===== config.mk =====
export PLATFORM = sky130hd
export DESIGN_NAME = source_tokenizer
export DESIGN_NICKNAME = d
export VERILOG_FILES = /design/src/rtl/stok_pkg.sv /design/src/rtl/stok_lexer.sv /design/src/rtl/stok_out_queue.sv /design/src/rtl/source_tokenizer.sv
export SDC_FILE = /design/constraint.sdc
export NUM_CORES = 1
export LEC_CHECK = 0
export ABC_AREA = 1
export BUFFER_PORTS_ARGS = -buffer_cell sky130_fd_sc_hd__buf_2
export CAP_MARGIN = 30
export CORE_ASPECT_RATIO = 0.9
export CORE_UTILIZATION = 40
export DETAILED_ROUTE_END_ITERATION = 6
export GPL_TIMING_DRIVEN = 0
export PLACE_DENSITY = 0.54
export SYNTH_ARGS = -nofsm -noshare
export SYNTH_HDL_FRONTEND = slang
export SYNTH_HIERARCHICAL = 1
export SYNTH_SLANG_ARGS = --single-unit

===== constraint.sdc =====
create_clock -name clock -period 14.89 [get_ports clock]
set_clock_uncertainty 0.2 [all_clocks]
set_input_delay 0.7445 -clock clock [delete_from_list [all_inputs] [get_ports clock]]
set_output_delay 0.7445 -clock clock [all_outputs]
set_load 0.1 [all_outputs]

===== src/rtl/stok_pkg.sv =====
package stok_pkg;

   // Counter widths for byte offsets and line numbers.
   localparam int OFFSET_WIDTH = 24;
   localparam int LINE_WIDTH   = 20;

   typedef logic [OFFSET_WIDTH-1:0] offset_type;
   typedef logic [LINE_WIDTH-1:0]   line_type;

   localparam offset_type POS_MAX  = {OFFSET_WIDTH{1'b1}};
   localparam line_type   LINE_MAX = {LINE_WIDTH{1'b1}};

   // Scanner states.
   typedef enum logic [3:0] {
      ST_IDLE       = 4'd0,
      ST_IDENT      = 4'd1,
      ST_NUMBER     = 4'd2,
      ST_STRING     = 4'd3,
      ST_CHAR_OPEN  = 4'd4,
      ST_CHAR_CLOSE = 4'd5,
      ST_OP         = 4'd6,
      ST_LINE_CMT   = 4'd7,
      ST_BLOCK_CMT  = 4'd8
   } scan_state_type;

   // Dense token kind codes.
   typedef enum logic [5:0] {
      KIND_EOF        = 6'd0,
      KIND_IDENT      = 6'd1,
      KIND_NUMBER     = 6'd2,
      KIND_STRING     = 6'd3,
      KIND_CHAR       = 6'd4,
      KIND_MUL        = 6'd5,
      KIND_MUL_ASSIGN = 6'd6,
      KIND_DIV        = 6'd7,
      KIND_DIV_ASSIGN = 6'd8,
      KIND_ADD        = 6'd9,
      KIND_ADD_ASSIGN = 6'd10,
      KIND_SUB        = 6'd11,
      KIND_SUB_ASSIGN = 6'd12,
      KIND_ARROW      = 6'd13,
      KIND_MOD        = 6'd14,
      KIND_MOD_ASSIGN = 6'd15,
      KIND_ASSIGN     = 6'd16,
      KIND_EQ         = 6'd17,
      KIND_GT         = 6'd18,
      KIND_GE         = 6'd19,
      KIND_LT         = 6'd20,
      KIND_LE         = 6'd21,
      KIND_BIT_AND    = 6'd22,
      KIND_LOG_AND    = 6'd23,
      KIND_BIT_OR     = 6'd24,
      KIND_LOG_OR     = 6'd25,
      KIND_NOT        = 6'd26,
      KIND_NE         = 6'd27,
      KIND_XOR        = 6'd28,
      KIND_SEMI       = 6'd29,
      KIND_COLON      = 6'd30,
      KIND_DOT        = 6'd31,
      KIND_COMMA      = 6'd32,
      KIND_LPAREN     = 6'd33,
      KIND_RPAREN     = 6'd34,
      KIND_LBRACE     = 6'd35,
      KIND_RBRACE     = 6'd36,
      KIND_LBRACK     = 6'd37,
      KIND_RBRACK     = 6'd38,
      KIND_ILLEGAL    = 6'd39
   } token_kind_type;

   // Character codes.
   localparam logic [7:0] CH_NUL        = 8'h00;
   localparam logic [7:0] CH_TAB        = 8'h09;
   localparam logic [7:0] CH_NEWLINE    = 8'h0A;
   localparam logic [7:0] CH_CR         = 8'h0D;
   localparam logic [7:0] CH_SPACE      = 8'h20;
   localparam logic [7:0] CH_BANG       = 8'h21;
   localparam logic [7:0] CH_DQUOTE     = 8'h22;
   localparam logic [7:0] CH_PERCENT    = 8'h25;
   localparam logic [7:0] CH_AMP        = 8'h26;
   localparam logic [7:0] CH_SQUOTE     = 8'h27;
   localparam logic [7:0] CH_LPAREN     = 8'h28;
   localparam logic [7:0] CH_RPAREN     = 8'h29;
   localparam logic [7:0] CH_STAR       = 8'h2A;
   localparam logic [7:0] CH_PLUS       = 8'h2B;
   localparam logic [7:0] CH_COMMA      = 8'h2C;
   localparam logic [7:0] CH_MINUS      = 8'h2D;
   localparam logic [7:0] CH_POINT      = 8'h2E;
   localparam logic [7:0] CH_SLASH      = 8'h2F;
   localparam logic [7:0] CH_DIGIT_0    = 8'h30;
   localparam logic [7:0] CH_DIGIT_9    = 8'h39;
   localparam logic [7:0] CH_COLON      = 8'h3A;
   localparam logic [7:0] CH_SEMI       = 8'h3B;
   localparam logic [7:0] CH_LT         = 8'h3C;
   localparam logic [7:0] CH_EQUAL      = 8'h3D;
   localparam logic [7:0] CH_GT         = 8'h3E;
   localparam logic [7:0] CH_UPPER_A    = 8'h41;
   localparam logic [7:0] CH_UPPER_Z    = 8'h5A;
   localparam logic [7:0] CH_LBRACK     = 8'h5B;
   localparam logic [7:0] CH_RBRACK     = 8'h5D;
   localparam logic [7:0] CH_CARET      = 8'h5E;
   localparam logic [7:0] CH_UNDERSCORE = 8'h5F;
   localparam logic [7:0] CH_LOWER_A    = 8'h61;
   localparam logic [7:0] CH_LOWER_Z    = 8'h7A;
   localparam logic [7:0] CH_LBRACE     = 8'h7B;
   localparam logic [7:0] CH_BAR        = 8'h7C;
   localparam logic [7:0] CH_RBRACE     = 8'h7D;

   // One result token without its run marker.
   typedef struct packed {
      token_kind_type kind;
      offset_type     start;
      offset_type     length;
      line_type       line;
      logic [7:0]     byte_value;
      logic           unterminated;
   } token_type;

   // Up to two tokens produced by one request.
   typedef struct packed {
      logic      push;
      logic      two;
      token_type first;
      token_type second;
   } bundle_type;

   function automatic logic is_alpha(input logic [7:0] c);
      return (c >= CH_LOWER_A && c <= CH_LOWER_Z) || (c >= CH_UPPER_A && c <= CH_UPPER_Z) ||
             (c == CH_UNDERSCORE);
   endfunction

   function automatic logic is_digit(input logic [7:0] c);
      return (c >= CH_DIGIT_0) && (c <= CH_DIGIT_9);
   endfunction

   // Kind of a lone operator or punctuation byte.
   function automatic token_kind_type single_kind(input logic [7:0] c);
      token_kind_type k;
      unique case (c)
         CH_STAR:    k = KIND_MUL;
         CH_SLASH:   k = KIND_DIV;
         CH_PLUS:    k = KIND_ADD;
         CH_MINUS:   k = KIND_SUB;
         CH_PERCENT: k = KIND_MOD;
         CH_EQUAL:   k = KIND_ASSIGN;
         CH_GT:      k = KIND_GT;
         CH_LT:      k = KIND_LT;
         CH_AMP:     k = KIND_BIT_AND;
         CH_BAR:     k = KIND_BIT_OR;
         CH_BANG:    k = KIND_NOT;
         CH_CARET:   k = KIND_XOR;
         CH_SEMI:    k = KIND_SEMI;
         CH_COLON:   k = KIND_COLON;
         CH_POINT:   k = KIND_DOT;
         CH_COMMA:   k = KIND_COMMA;
         CH_LPAREN:  k = KIND_LPAREN;
         CH_RPAREN:  k = KIND_RPAREN;
         CH_LBRACE:  k = KIND_LBRACE;
         CH_RBRACE:  k = KIND_RBRACE;
         CH_LBRACK:  k = KIND_LBRACK;
         CH_RBRACK:  k = KIND_RBRACK;
         default:    k = KIND_ILLEGAL;
      endcase
      return k;
   endfunction

   // Operators that may combine with the following byte.
   function automatic logic may_pair(input logic [7:0] c);
      return (c == CH_STAR) || (c == CH_SLASH) || (c == CH_PLUS) || (c == CH_MINUS) ||
             (c == CH_PERCENT) || (c == CH_EQUAL) || (c == CH_GT) || (c == CH_LT) ||
             (c == CH_AMP) || (c == CH_BAR) || (c == CH_BANG);
   endfunction

   // Two-byte operator kind, KIND_EOF when the bytes do not combine.
   function automatic token_kind_type pair_kind(input logic [7:0] a, input logic [7:0] c);
      token_kind_type k;
      k = KIND_EOF;
      if (a == CH_MINUS && c == CH_GT) begin
         k = KIND_ARROW;
      end else if (a == CH_AMP && c == CH_AMP) begin
         k = KIND_LOG_AND;
      end else if (a == CH_BAR && c == CH_BAR) begin
         k = KIND_LOG_OR;
      end else if (c == CH_EQUAL && a != CH_AMP && a != CH_BAR) begin
         k = token_kind_type'(6'(single_kind(a)) + 6'd1);
      end
      return k;
   endfunction

   function automatic token_type make_token(input token_kind_type kind,
                                            input offset_type start,
                                            input offset_type length,
                                            input line_type line,
                                            input logic [7:0] byte_value,
                                            input logic unterminated);
      token_type t;
      t.kind         = kind;
      t.start        = start;
      t.length       = length;
      t.line         = line;
      t.byte_value   = byte_value;
      t.unterminated = unterminated;
      return t;
   endfunction

endpackage


===== src/rtl/stok_lexer.sv =====
module stok_lexer import stok_pkg::*; (
   input  logic       clock,
   input  logic       reset,
   input  logic       req_valid,
   output logic       req_stall,
   input  logic       req_mode,
   input  logic [7:0] req_char_byte,
   input  logic       queue_ready,
   output bundle_type push_bundle
);

   localparam offset_type LEN_ONE = offset_type'(1);
   localparam offset_type LEN_TWO = offset_type'(2);

   logic           in_valid_ff, in_valid_in;
   logic           in_mode_ff;
   logic [7:0]     in_char_ff;

   scan_state_type state_ff, state_in;
   logic [7:0]     pending_ff, pending_in;
   offset_type     position_ff, position_in;
   offset_type     token_start_ff, token_start_in;
   line_type       line_ff, line_in;
   logic           seen_point_ff, seen_point_in;
   logic           seen_star_ff, seen_star_in;
   logic [7:0]     char_value_ff, char_value_in;

   logic           accept;
   logic           fire;
   logic           at_end;
   logic [7:0]     cur_byte;
   offset_type     len;
   offset_type     pos_inc;
   line_type       line_inc;
   token_kind_type op_kind;
   token_kind_type lone_kind;
   logic           do_begin;
   logic           begin_emits;
   logic           is_space;
   logic           bump;
   logic           cand_a_valid, cand_b_valid;
   token_type      cand_a, cand_b;

   // Handshake: the input register is emptied whenever the result queue has room.
   assign fire      = in_valid_ff & queue_ready;
   assign req_stall = in_valid_ff & ~queue_ready;
   assign accept    = req_valid & ~req_stall;
   assign in_valid_in = accept | (in_valid_ff & ~fire);

   // Shared decode of the registered byte.
   assign cur_byte  = in_char_ff;
   assign at_end    = in_mode_ff | (cur_byte == CH_NUL);
   assign len       = position_ff - token_start_ff;
   assign pos_inc   = (position_ff == POS_MAX) ? position_ff : position_ff + LEN_ONE;
   assign line_inc  = (line_ff == LINE_MAX) ? line_ff : line_ff + line_type'(1);
   assign op_kind   = pair_kind(pending_ff, cur_byte);
   assign lone_kind = single_kind(cur_byte);
   assign is_space  = (cur_byte == CH_SPACE) || (cur_byte == CH_TAB) || (cur_byte == CH_CR);
   assign begin_emits = !is_alpha(cur_byte) && !is_digit(cur_byte) && !is_space &&
                        (cur_byte != CH_NEWLINE) && !may_pair(cur_byte) &&
                        (cur_byte != CH_SQUOTE) && (cur_byte != CH_DQUOTE);

   // Decide whether this byte starts a fresh lexeme after closing the open one.
   always_comb begin
      do_begin = 1'b0;
      if (!at_end) begin
         unique case (state_ff)
            ST_IDENT:      do_begin = !(is_alpha(cur_byte) || is_digit(cur_byte));
            ST_NUMBER:     do_begin = !is_digit(cur_byte) &&
                                      !(cur_byte == CH_POINT && !seen_point_ff);
            ST_OP:         do_begin = (op_kind == KIND_EOF) &&
                                      !(pending_ff == CH_SLASH &&
                                        (cur_byte == CH_SLASH || cur_byte == CH_STAR));
            ST_STRING, ST_CHAR_OPEN, ST_CHAR_CLOSE,
            ST_LINE_CMT, ST_BLOCK_CMT: do_begin = 1'b0;
            default:       do_begin = 1'b1;
         endcase
      end
   end

   // Next scanner state.
   always_comb begin
      state_in       = state_ff;
      pending_in     = pending_ff;
      position_in    = position_ff;
      token_start_in = token_start_ff;
      line_in        = line_ff;
      seen_point_in  = seen_point_ff;
      seen_star_in   = seen_star_ff;
      char_value_in  = char_value_ff;
      bump           = 1'b0;
      if (fire) begin
         if (at_end) begin
            state_in       = ST_IDLE;
            pending_in     = CH_NUL;
            position_in    = '0;
            token_start_in = '0;
            line_in        = line_type'(1);
            seen_point_in  = 1'b0;
            seen_star_in   = 1'b0;
            char_value_in  = CH_NUL;
         end else begin
            position_in = pos_inc;
            unique case (state_ff)
               ST_NUMBER: begin
                  if (!do_begin && cur_byte == CH_POINT) seen_point_in = 1'b1;
               end
               ST_STRING: begin
                  if (cur_byte == CH_DQUOTE) state_in = ST_IDLE;
                  else if (cur_byte == CH_NEWLINE) bump = 1'b1;
               end
               ST_CHAR_OPEN: begin
                  char_value_in = cur_byte;
                  state_in      = ST_CHAR_CLOSE;
               end
               ST_CHAR_CLOSE: begin
                  state_in = ST_IDLE;
               end
               ST_OP: begin
                  if (op_kind != KIND_EOF) begin
                     state_in = ST_IDLE;
                  end else if (pending_ff == CH_SLASH && cur_byte == CH_SLASH) begin
                     state_in = ST_LINE_CMT;
                  end else if (pending_ff == CH_SLASH && cur_byte == CH_STAR) begin
                     seen_star_in = 1'b0;
                     state_in     = ST_BLOCK_CMT;
                  end
               end
               ST_LINE_CMT: begin
                  if (cur_byte == CH_NEWLINE) begin
                     bump     = 1'b1;
                     state_in = ST_IDLE;
                  end
               end
               ST_BLOCK_CMT: begin
                  if (seen_star_ff && cur_byte == CH_SLASH) begin
                     seen_star_in = 1'b0;
                     state_in     = ST_IDLE;
                  end else begin
                     seen_star_in = (cur_byte == CH_STAR);
                     if (cur_byte == CH_NEWLINE) bump = 1'b1;
                  end
               end
               default: begin
               end
            endcase
            // Start of a new lexeme.
            if (do_begin) begin
               state_in       = ST_IDLE;
               token_start_in = position_ff;
               if (is_alpha(cur_byte)) begin
                  state_in = ST_IDENT;
               end else if (is_digit(cur_byte)) begin
                  state_in      = ST_NUMBER;
                  seen_point_in = 1'b0;
               end else if (cur_byte == CH_NEWLINE) begin
                  bump = 1'b1;
               end else if (may_pair(cur_byte)) begin
                  pending_in = cur_byte;
                  state_in   = ST_OP;
               end else if (cur_byte == CH_SQUOTE) begin
                  char_value_in = CH_NUL;
                  state_in      = ST_CHAR_OPEN;
               end else if (cur_byte == CH_DQUOTE) begin
                  token_start_in = pos_inc;
                  state_in       = ST_STRING;
               end
            end
            if (bump) line_in = line_inc;
         end
      end
   end

   // Tokens: one from closing the open lexeme, one from the new byte or the end marker.
   always_comb begin
      cand_a_valid = 1'b0;
      cand_b_valid = 1'b0;
      cand_a       = '0;
      cand_b       = '0;
      if (at_end) begin
         unique case (state_ff)
            ST_IDENT: begin
               cand_a_valid = 1'b1;
               cand_a = make_token(KIND_IDENT, token_start_ff, len, line_ff, CH_NUL, 1'b0);
            end
            ST_NUMBER: begin
               cand_a_valid = 1'b1;
               cand_a = make_token(KIND_NUMBER, token_start_ff, len, line_ff, CH_NUL, 1'b0);
            end
            ST_STRING: begin
               cand_a_valid = 1'b1;
               cand_a = make_token(KIND_ILLEGAL, token_start_ff, len, line_ff, CH_NUL, 1'b1);
            end
            ST_CHAR_OPEN, ST_CHAR_CLOSE: begin
               cand_a_valid = 1'b1;
               cand_a = make_token(KIND_CHAR, token_start_ff, len, line_ff, char_value_ff,
                                   1'b0);
            end
            ST_OP: begin
               cand_a_valid = 1'b1;
               cand_a = make_token(single_kind(pending_ff), token_start_ff, LEN_ONE, line_ff,
                                   CH_NUL, 1'b0);
            end
            default: begin
            end
         endcase
         cand_b_valid = 1'b1;
         cand_b = make_token(KIND_EOF, position_ff, '0, line_ff, CH_NUL, 1'b0);
      end else begin
         unique case (state_ff)
            ST_IDENT: begin
               cand_a_valid = do_begin;
               cand_a = make_token(KIND_IDENT, token_start_ff, len, line_ff, CH_NUL, 1'b0);
            end
            ST_NUMBER: begin
               cand_a_valid = do_begin;
               cand_a = make_token(KIND_NUMBER, token_start_ff, len, line_ff, CH_NUL, 1'b0);
            end
            ST_STRING: begin
               cand_a_valid = (cur_byte == CH_DQUOTE);
               cand_a = make_token(KIND_STRING, token_start_ff, len, line_ff, CH_NUL, 1'b0);
            end
            ST_CHAR_CLOSE: begin
               cand_a_valid = 1'b1;
               cand_a = make_token(KIND_CHAR, token_start_ff, len + LEN_ONE, line_ff,
                                   char_value_ff, 1'b0);
            end
            ST_OP: begin
               if (op_kind != KIND_EOF) begin
                  cand_a_valid = 1'b1;
                  cand_a = make_token(op_kind, token_start_ff, LEN_TWO, line_ff, CH_NUL, 1'b0);
               end else begin
                  cand_a_valid = do_begin;
                  cand_a = make_token(single_kind(pending_ff), token_start_ff, LEN_ONE, line_ff,
                                      CH_NUL, 1'b0);
               end
            end
            default: begin
            end
         endcase
         if (do_begin && begin_emits) begin
            cand_b_valid = 1'b1;
            cand_b = make_token(lone_kind, position_ff, LEN_ONE, line_ff,
                                (lone_kind == KIND_ILLEGAL) ? cur_byte : CH_NUL, 1'b0);
         end
      end
   end

   // Packed tokens toward the result queue, first slot filled first.
   always_comb begin
      push_bundle.push   = fire & (cand_a_valid | cand_b_valid);
      push_bundle.two    = cand_a_valid & cand_b_valid;
      push_bundle.first  = cand_a_valid ? cand_a : cand_b;
      push_bundle.second = cand_b;
   end

   // Input register payload.
   always_ff @(posedge clock) begin
      if (accept) begin
         in_mode_ff <= req_mode;
         in_char_ff <= req_char_byte;
      end
   end

   // Control and scanner state.
   always_ff @(posedge clock) begin
      if (reset) begin
         in_valid_ff    <= 1'b0;
         state_ff       <= ST_IDLE;
         pending_ff     <= CH_NUL;
         position_ff    <= '0;
         token_start_ff <= '0;
         line_ff        <= line_type'(1);
         seen_point_ff  <= 1'b0;
         seen_star_ff   <= 1'b0;
         char_value_ff  <= CH_NUL;
      end else begin
         in_valid_ff    <= in_valid_in;
         state_ff       <= state_in;
         pending_ff     <= pending_in;
         position_ff    <= position_in;
         token_start_ff <= token_start_in;
         line_ff        <= line_in;
         seen_point_ff  <= seen_point_in;
         seen_star_ff   <= seen_star_in;
         char_value_ff  <= char_value_in;
      end
   end

   // An end marker always returns the scanner to its initial state.
   a_end_restarts: assert property (@(posedge clock) disable iff (reset)
      fire && at_end |=> state_ff == ST_IDLE && position_ff == '0 &&
                         line_ff == line_type'(1))
      else $error("scanner did not restart after end of input");

   // Every consumed source byte advances the offset until it saturates.
   a_position_steps: assert property (@(posedge clock) disable iff (reset)
      fire && !at_end && position_ff != POS_MAX |=> position_ff == $past(position_ff) + LEN_ONE)
      else $error("byte offset did not advance");

   // A lexeme never starts beyond the next byte offset.
   a_start_order: assert property (@(posedge clock) disable iff (reset)
      position_ff >= token_start_ff)
      else $error("lexeme start lies beyond the current offset");

   // The line counter never wraps to zero.
   a_line_nonzero: assert property (@(posedge clock) disable iff (reset)
      line_ff != '0)
      else $error("line counter reached zero");

endmodule


===== src/rtl/stok_out_queue.sv =====
module stok_out_queue import stok_pkg::*; (
   input  logic       clock,
   input  logic       reset,
   input  bundle_type push_bundle,
   output logic       queue_ready,
   output logic       rsp_valid,
   input  logic       rsp_stall,
   output logic [5:0] rsp_token_kind,
   output logic [23:0] rsp_start_offset,
   output logic [23:0] rsp_lexeme_length,
   output logic [19:0] rsp_line_number,
   output logic [7:0] rsp_byte_value,
   output logic       rsp_unterminated,
   output logic       rsp_last_in_run
);

   localparam logic [1:0] QUEUE_FULL = 2'd2;

   logic       two_ff    [2];
   token_type  first_ff  [2];
   token_type  second_ff [2];

   logic       wr_ptr_ff, wr_ptr_in;
   logic       rd_ptr_ff, rd_ptr_in;
   logic [1:0] count_ff, count_in;
   logic       sub_ff, sub_in;

   logic       take;
   logic       last;
   logic       pop;
   token_type  cur_token;

   // Output side walks the tokens of the head bundle one token at a time.
   assign rsp_valid   = (count_ff != 2'd0);
   assign queue_ready = (count_ff != QUEUE_FULL);
   assign cur_token   = sub_ff ? second_ff[rd_ptr_ff] : first_ff[rd_ptr_ff];
   assign last        = sub_ff | ~two_ff[rd_ptr_ff];
   assign take        = rsp_valid & ~rsp_stall;
   assign pop         = take & last;

   assign rsp_token_kind    = cur_token.kind;
   assign rsp_start_offset  = cur_token.start;
   assign rsp_lexeme_length = cur_token.length;
   assign rsp_line_number   = cur_token.line;
   assign rsp_byte_value    = cur_token.byte_value;
   assign rsp_unterminated  = cur_token.unterminated;
   assign rsp_last_in_run   = last;

   // Pointer and occupancy update.
   always_comb begin
      wr_ptr_in = push_bundle.push ? ~wr_ptr_ff : wr_ptr_ff;
      rd_ptr_in = pop ? ~rd_ptr_ff : rd_ptr_ff;
      sub_in    = take ? ~last : sub_ff;
      count_in  = count_ff + {1'b0, push_bundle.push} - {1'b0, pop};
   end

   // Bundle storage.
   always_ff @(posedge clock) begin
      if (push_bundle.push) begin
         two_ff[wr_ptr_ff]    <= push_bundle.two;
         first_ff[wr_ptr_ff]  <= push_bundle.first;
         second_ff[wr_ptr_ff] <= push_bundle.second;
      end
   end

   always_ff @(posedge clock) begin
      if (reset) begin
         wr_ptr_ff <= 1'b0;
         rd_ptr_ff <= 1'b0;
         count_ff  <= 2'd0;
         sub_ff    <= 1'b0;
      end else begin
         wr_ptr_ff <= wr_ptr_in;
         rd_ptr_ff <= rd_ptr_in;
         count_ff  <= count_in;
         sub_ff    <= sub_in;
      end
   end

   // The scanner only pushes when a slot is free.
   a_no_overflow: assert property (@(posedge clock) disable iff (reset)
      push_bundle.push |-> count_ff != QUEUE_FULL)
      else $error("result queue overflow");

   // Taking the first of two tokens leaves the second one on offer.
   a_second_follows: assert property (@(posedge clock) disable iff (reset)
      take && !last |=> rsp_valid && sub_ff && $stable(rd_ptr_ff))
      else $error("second token of a pair was lost");

   // A finished bundle with no refill lowers the occupancy by one.
   a_pop_count: assert property (@(posedge clock) disable iff (reset)
      pop && !push_bundle.push |=> count_ff == $past(count_ff) - 2'd1)
      else $error("queue occupancy wrong after pop");

endmodule


===== src/rtl/source_tokenizer.sv =====
// Path: a taken request is held in the scanner's input register; its tokens are written
// into the result queue once it has room, and the queue offers them on the token port.
// Throughput: one request per cycle while the result queue has room; the tokens of a
// request are offered one at a time, so the token port (one per cycle) sets the sustained rate.
// Reset: synchronous, active high; clears the scanner to line 1, offset 0, and empties
// the two-entry result queue.
module source_tokenizer import stok_pkg::*; (
   input  logic        clock,
   input  logic        reset,
   input  logic        req_valid,
   output logic        req_stall,
   input  logic        req_mode,
   input  logic [7:0]  req_char_byte,
   output logic        rsp_valid,
   input  logic        rsp_stall,
   output logic [5:0]  rsp_token_kind,
   output logic [23:0] rsp_start_offset,
   output logic [23:0] rsp_lexeme_length,
   output logic [19:0] rsp_line_number,
   output logic [7:0]  rsp_byte_value,
   output logic        rsp_unterminated,
   output logic        rsp_last_in_run
);

   logic       queue_ready;
   bundle_type push_bundle;

   // Scanner: input register, lexeme state and token generation.
   stok_lexer u_lexer (
      .clock         (clock),
      .reset         (reset),
      .req_valid     (req_valid),
      .req_stall     (req_stall),
      .req_mode      (req_mode),
      .req_char_byte (req_char_byte),
      .queue_ready   (queue_ready),
      .push_bundle   (push_bundle)
   );

   // Result queue that serializes token pairs.
   stok_out_queue u_out_queue (
      .clock             (clock),
      .reset             (reset),
      .push_bundle       (push_bundle),
      .queue_ready       (queue_ready),
      .rsp_valid         (rsp_valid),
      .rsp_stall         (rsp_stall),
      .rsp_token_kind    (rsp_token_kind),
      .rsp_start_offset  (rsp_start_offset),
      .rsp_lexeme_length (rsp_lexeme_length),
      .rsp_line_number   (rsp_line_number),
      .rsp_byte_value    (rsp_byte_value),
      .rsp_unterminated  (rsp_unterminated),
      .rsp_last_in_run   (rsp_last_in_run)
   );

endmodule

==> results <==
- The pin count of the biggest net entering global routing is 109.
- The area after detailed placement is 0.0248 mm^2.
- Dividing the detail-routed via count by the number of cells gives 5.34.
- The share of total power dissipated in sequential elements is 0.307.
- The initial utilization of the core area, before any placement, comes to 0.404.
- Of the available clock period, the critical path in the final layout requires 0.366.
- After global routing the overflow that remains totals 0.
- For the worst setup path, the data required time is 14,920 ps.
- Dividing the detail-routed wire length by the instance count gives 19.9 um.
- The mean instance size in the synthesized netlist is 8.68 um^2.
- The final design instance area without fill is 0.0264 mm^2.
- The post-layout worst setup margin is 9450 ps.
- The internal power contribution is 2.54 mW.
- The antenna diode count is 0.
- The number of distinct library cell variants in the gate-level netlist after synthesis is 54.
- The number of detailed-route iterations in the first pass is 6.
- The post-CTS resize count is 0.
- The first-pass GRT wire length is 111,000 um.
- The insertion delay of the later-clocked pin in the worst-skew pair is 620 ps.
- In this run the remaining antenna-violating nets after routing total 0.
- The standby leakage power is 10.2 nW.
- STA classifies the critical path endpoint as a flop.
- Setup violations remaining at the end of the flow were counted as 0.
- The die area is 0.0586 mm^2.
- In this run the count of I/O pins placed on the die edge is 99.
- For this block, the routed nets add up to 72,300 um of wire.
- The combinational share of power is 0.445.
- The worst path in the final design needs a cycle of 5440 ps, including I/O delays and setup.
- The floorplan has 83 rows.
- Of the synthesized area, sequential elements account for 0.531.
- Headroom to the max-slew limit came out at 0.383.
- In this run the horizontal extent of the chip is 255 um.
- The clock passes through at most 3 buffers.
- The class of the tightest hold or removal check is in -> reg.
- Across the run, the number of max-cap violations was 0.
- In this run the power spent charging and discharging nets is 2.30 mW.
- The CTS tree is yes.
- The core area is 0.0570 mm^2.
- The category of the worst setup path launch point is a flop.
- The routed layout has 19,500 vias.
- The hold buffer count at cts is 0.
- For this design the ratio of total power to cell area is 183 mW/mm^2.
- The synthesized design contains 440 register bits.
- The share of post-route cells with drive strength above 1 is 0.123.
- The number of slew-limit violations in the final report is 0.
- The last weighted congestion value of the routability-driven placer is 0.957.
- The critical path is of the reg -> reg type.
- The count of buffers from port buffering is 98.
- The hold violation total from the final report is 0.
- At the pin with the least slew margin, the transition time is 926 ps.
- The DRC marker count from the first detailed-route iteration is 1,677.
- Setup repair after global routing left no endpoint under its margin.
- From synthesis to final layout, the design area changed by 14.5%.
- The clock share of power is 0.248.
- The library cell used most frequently in the layout, excluding fill and tap cells, is nand2_1.
- In this run the worst path has a maximum fanout of 108.
- The flow ran to the end, and the final reports show no timing, DRC or antenna violations.
- For this design, the sink count on the clock tree is 440.
- The buffer cell driving the clock tree root is clkbuf_16.
- The maximum vdd drop is 131 uV.
- The combined global-route utilization of all metal layers is 0.248.
- Buffers added to address setup during post-CTS repair amount to 0.
- Counting the buffers created by CTS gives 49.
- At the worst endpoint, the arrival time is 5470 ps.
- In the synthesized netlist, the number of instances is 2,656.
- Static timing analysis puts the maximum clock frequency at 0.184 GHz.
- The area of the mapped netlist is 0.0231 mm^2.
- The initial antenna violation count is 0.
- The number of nets in the finished design is 2,879.
- Clock-pin slew was measured on the worst setup and hold paths at 60 ps.
- For this run, design rule violations remaining after detail routing come to 0.
- The die height is 230 um.
- The switching power share of the total is 0.475.
- OpenSTA, run right after detailed placement, puts the worst setup slack at 9550 ps.
- The number of global-route vias before repair is 18,800.
- The sum of net half-perimeters after detailed placement is 53,100 um.
- Leaving out fill and tap cells, the most frequent cells in the layout are nand2_1 (421), nor2_1 (417), edfxtp_1 (343), inv_1 (253), o21ai_0 (206).
- For this run, the number of Yosys warnings is 6.
- The clock tree synthesis step divided the H-tree into 2 levels.
==> worst max-delay path, cell delays in order (launching register included) <==
cell,delay (ps)
dfxtp_1,440
inv_2,50
nand2_2,80
nor2_2,50
nand2_1,180
inv_1,160
nor2_1,130
nand2_1,60
nor2_1,160
nand2_1,150
ha_1,300
nand2_1,70
nand2_1,100
nor2_1,150
nand4_2,120
nor2_4,260
nand3_2,140
nand2_4,170
nand2_4,90
o21ai_2,290
nor2_1,200
nor2_1,260
nand2_1,200
inv_8,390
buf_16,460
==> logic make-up (layout without fill, tap and decap cells) <==
group                      after synthesis  in the layout  synth area share
and+or+nand+nor                       1146           1146             0.215
xor gates and xnor gates                57             57            0.0216
DFF                                    440            440             0.531
AOI/OAI and AO/OA                      566            566             0.134
buffers and inverters                  416            613            0.0821
other                                    1             24          0.000163
adders and majority gates               30             30            0.0166
==> synthesized netlist by cell type, drive strengths merged <==
cell type | n | share of area
nor2 | 449 | 0.079
nand2 | 438 | 0.074
edfxtp | 343 | 0.45
inv | 277 | 0.045
o21ai | 270 | 0.059
a21oi | 153 | 0.033
nand3 | 148 | 0.033
dfxtp | 97 | 0.084
o22ai | 97 | 0.026
buf | 79 | 0.027
clkbuf | 57 | 0.0094
nor3 | 50 | 0.011
xor2 | 50 | 0.019
nand4 | 31 | 0.0087
ha | 29 | 0.016
nor4 | 14 | 0.0043
a211oi | 11 | 0.0036
or2 | 9 | 0.0024
o2111ai | 7 | 0.0027
o211ai | 7 | 0.0023
xnor2 | 7 | 0.0027
nand3b | 4 | 0.0013
o21bai | 4 | 0.0013
a21o | 3 | 0.00098
a31oi | 3 | 0.00081
clkinv | 3 | 0.00049
a21boi | 2 | 0.00065
a221oi | 2 | 0.00076
o31ai | 2 | 0.00065
a22oi | 1 | 0.00033
a32o | 1 | 0.00043
and2 | 1 | 0.00027
and3 | 1 | 0.00027
conb | 1 | 0.00016
fa | 1 | 0.00087
nor3b | 1 | 0.00033
o221ai | 1 | 0.00038
o32ai | 1 | 0.00038
o41ai | 1 | 0.00038
==> registers in the layout, indices dropped and copies added, names as in the netlist, 4 cells and up, named ones only <==
name and flops:
u_lexer/state_ff 4, u_out_queue/first_ff 166, u_lexer/position_ff 24, u_lexer/char_value_ff 8
u_lexer/cur_byte 8, u_out_queue/second_ff 166, u_lexer/line_ff 20, u_lexer/pending_ff 8
u_lexer/token_start_ff 24
==> power groups by stage <==
stage / Clock [mW] / Combinational, mW / Sequential [mW]
6_report: 1.20 / 2.15 / 1.48
5_1_grt: 1.28 / 2.29 / 1.49
4_1_cts: 1.23 / 2.15 / 1.48
3_5_place_dp: 0 / 2.15 / 1.51
3_3_place_gp: 0 / 2.12 / 1.54
2_1_floorplan: 0 / 1.63 / 1.52
==> layout make-up <==
class	instances	area, um^2
clock inverter	26	233
tap	765	957
multi-input combinational	1823	9020
buffer	136	837
timing repair buffer	106	661
fill	5651	30600
inverter	280	1060
sequential	440	12200
clock buffer	65	1380
==> through the flow <==
step	util	instances	TNS, ps	power [mW]	hold slack, ps
2_1_floorplan	-	2679	0	3.14	232
3_3_place_gp	0.431	3542	-196100	3.67	247
3_5_place_dp	0.435	3550	0	3.66	248
4_1_cts	0.463	3641	0	4.86	101
5_1_grt	0.463	3641	0	5.06	112
6_report	0.463	3641	0	4.84	126
==> per-layer routing <==
layer  GRT usage  wire [um]  vias to the layer above
met5           0          0                        -
met4      0.0887       2350                        0
met3      0.0421       4730                      111
met2       0.376      31800                      627
met1       0.355      33400                     9315
li1            -          -                     9398
==> worst paths after layout <==
kind                            cells past startpoint  slack [ps]                                    end                               start
worst max-delay path                               24        9450  u_out_queue/first_ff[1][53]$_DFFE_PP_  u_lexer/pending_ff[6]$_SDFFE_PP0P_
worst min-delay path                                1         130          u_lexer/cur_byte[6]$_DFFE_PP_                    req_char_byte[6]
worst max register to register                     24        9450  u_out_queue/first_ff[1][53]$_DFFE_PP_  u_lexer/pending_ff[6]$_SDFFE_PP0P_
worst min register to register                      2         260     u_lexer/pending_ff[7]$_SDFFE_PP0P_  u_lexer/pending_ff[7]$_SDFFE_PP0P_
Note: power is estimated with default switching activity, not from simulation.
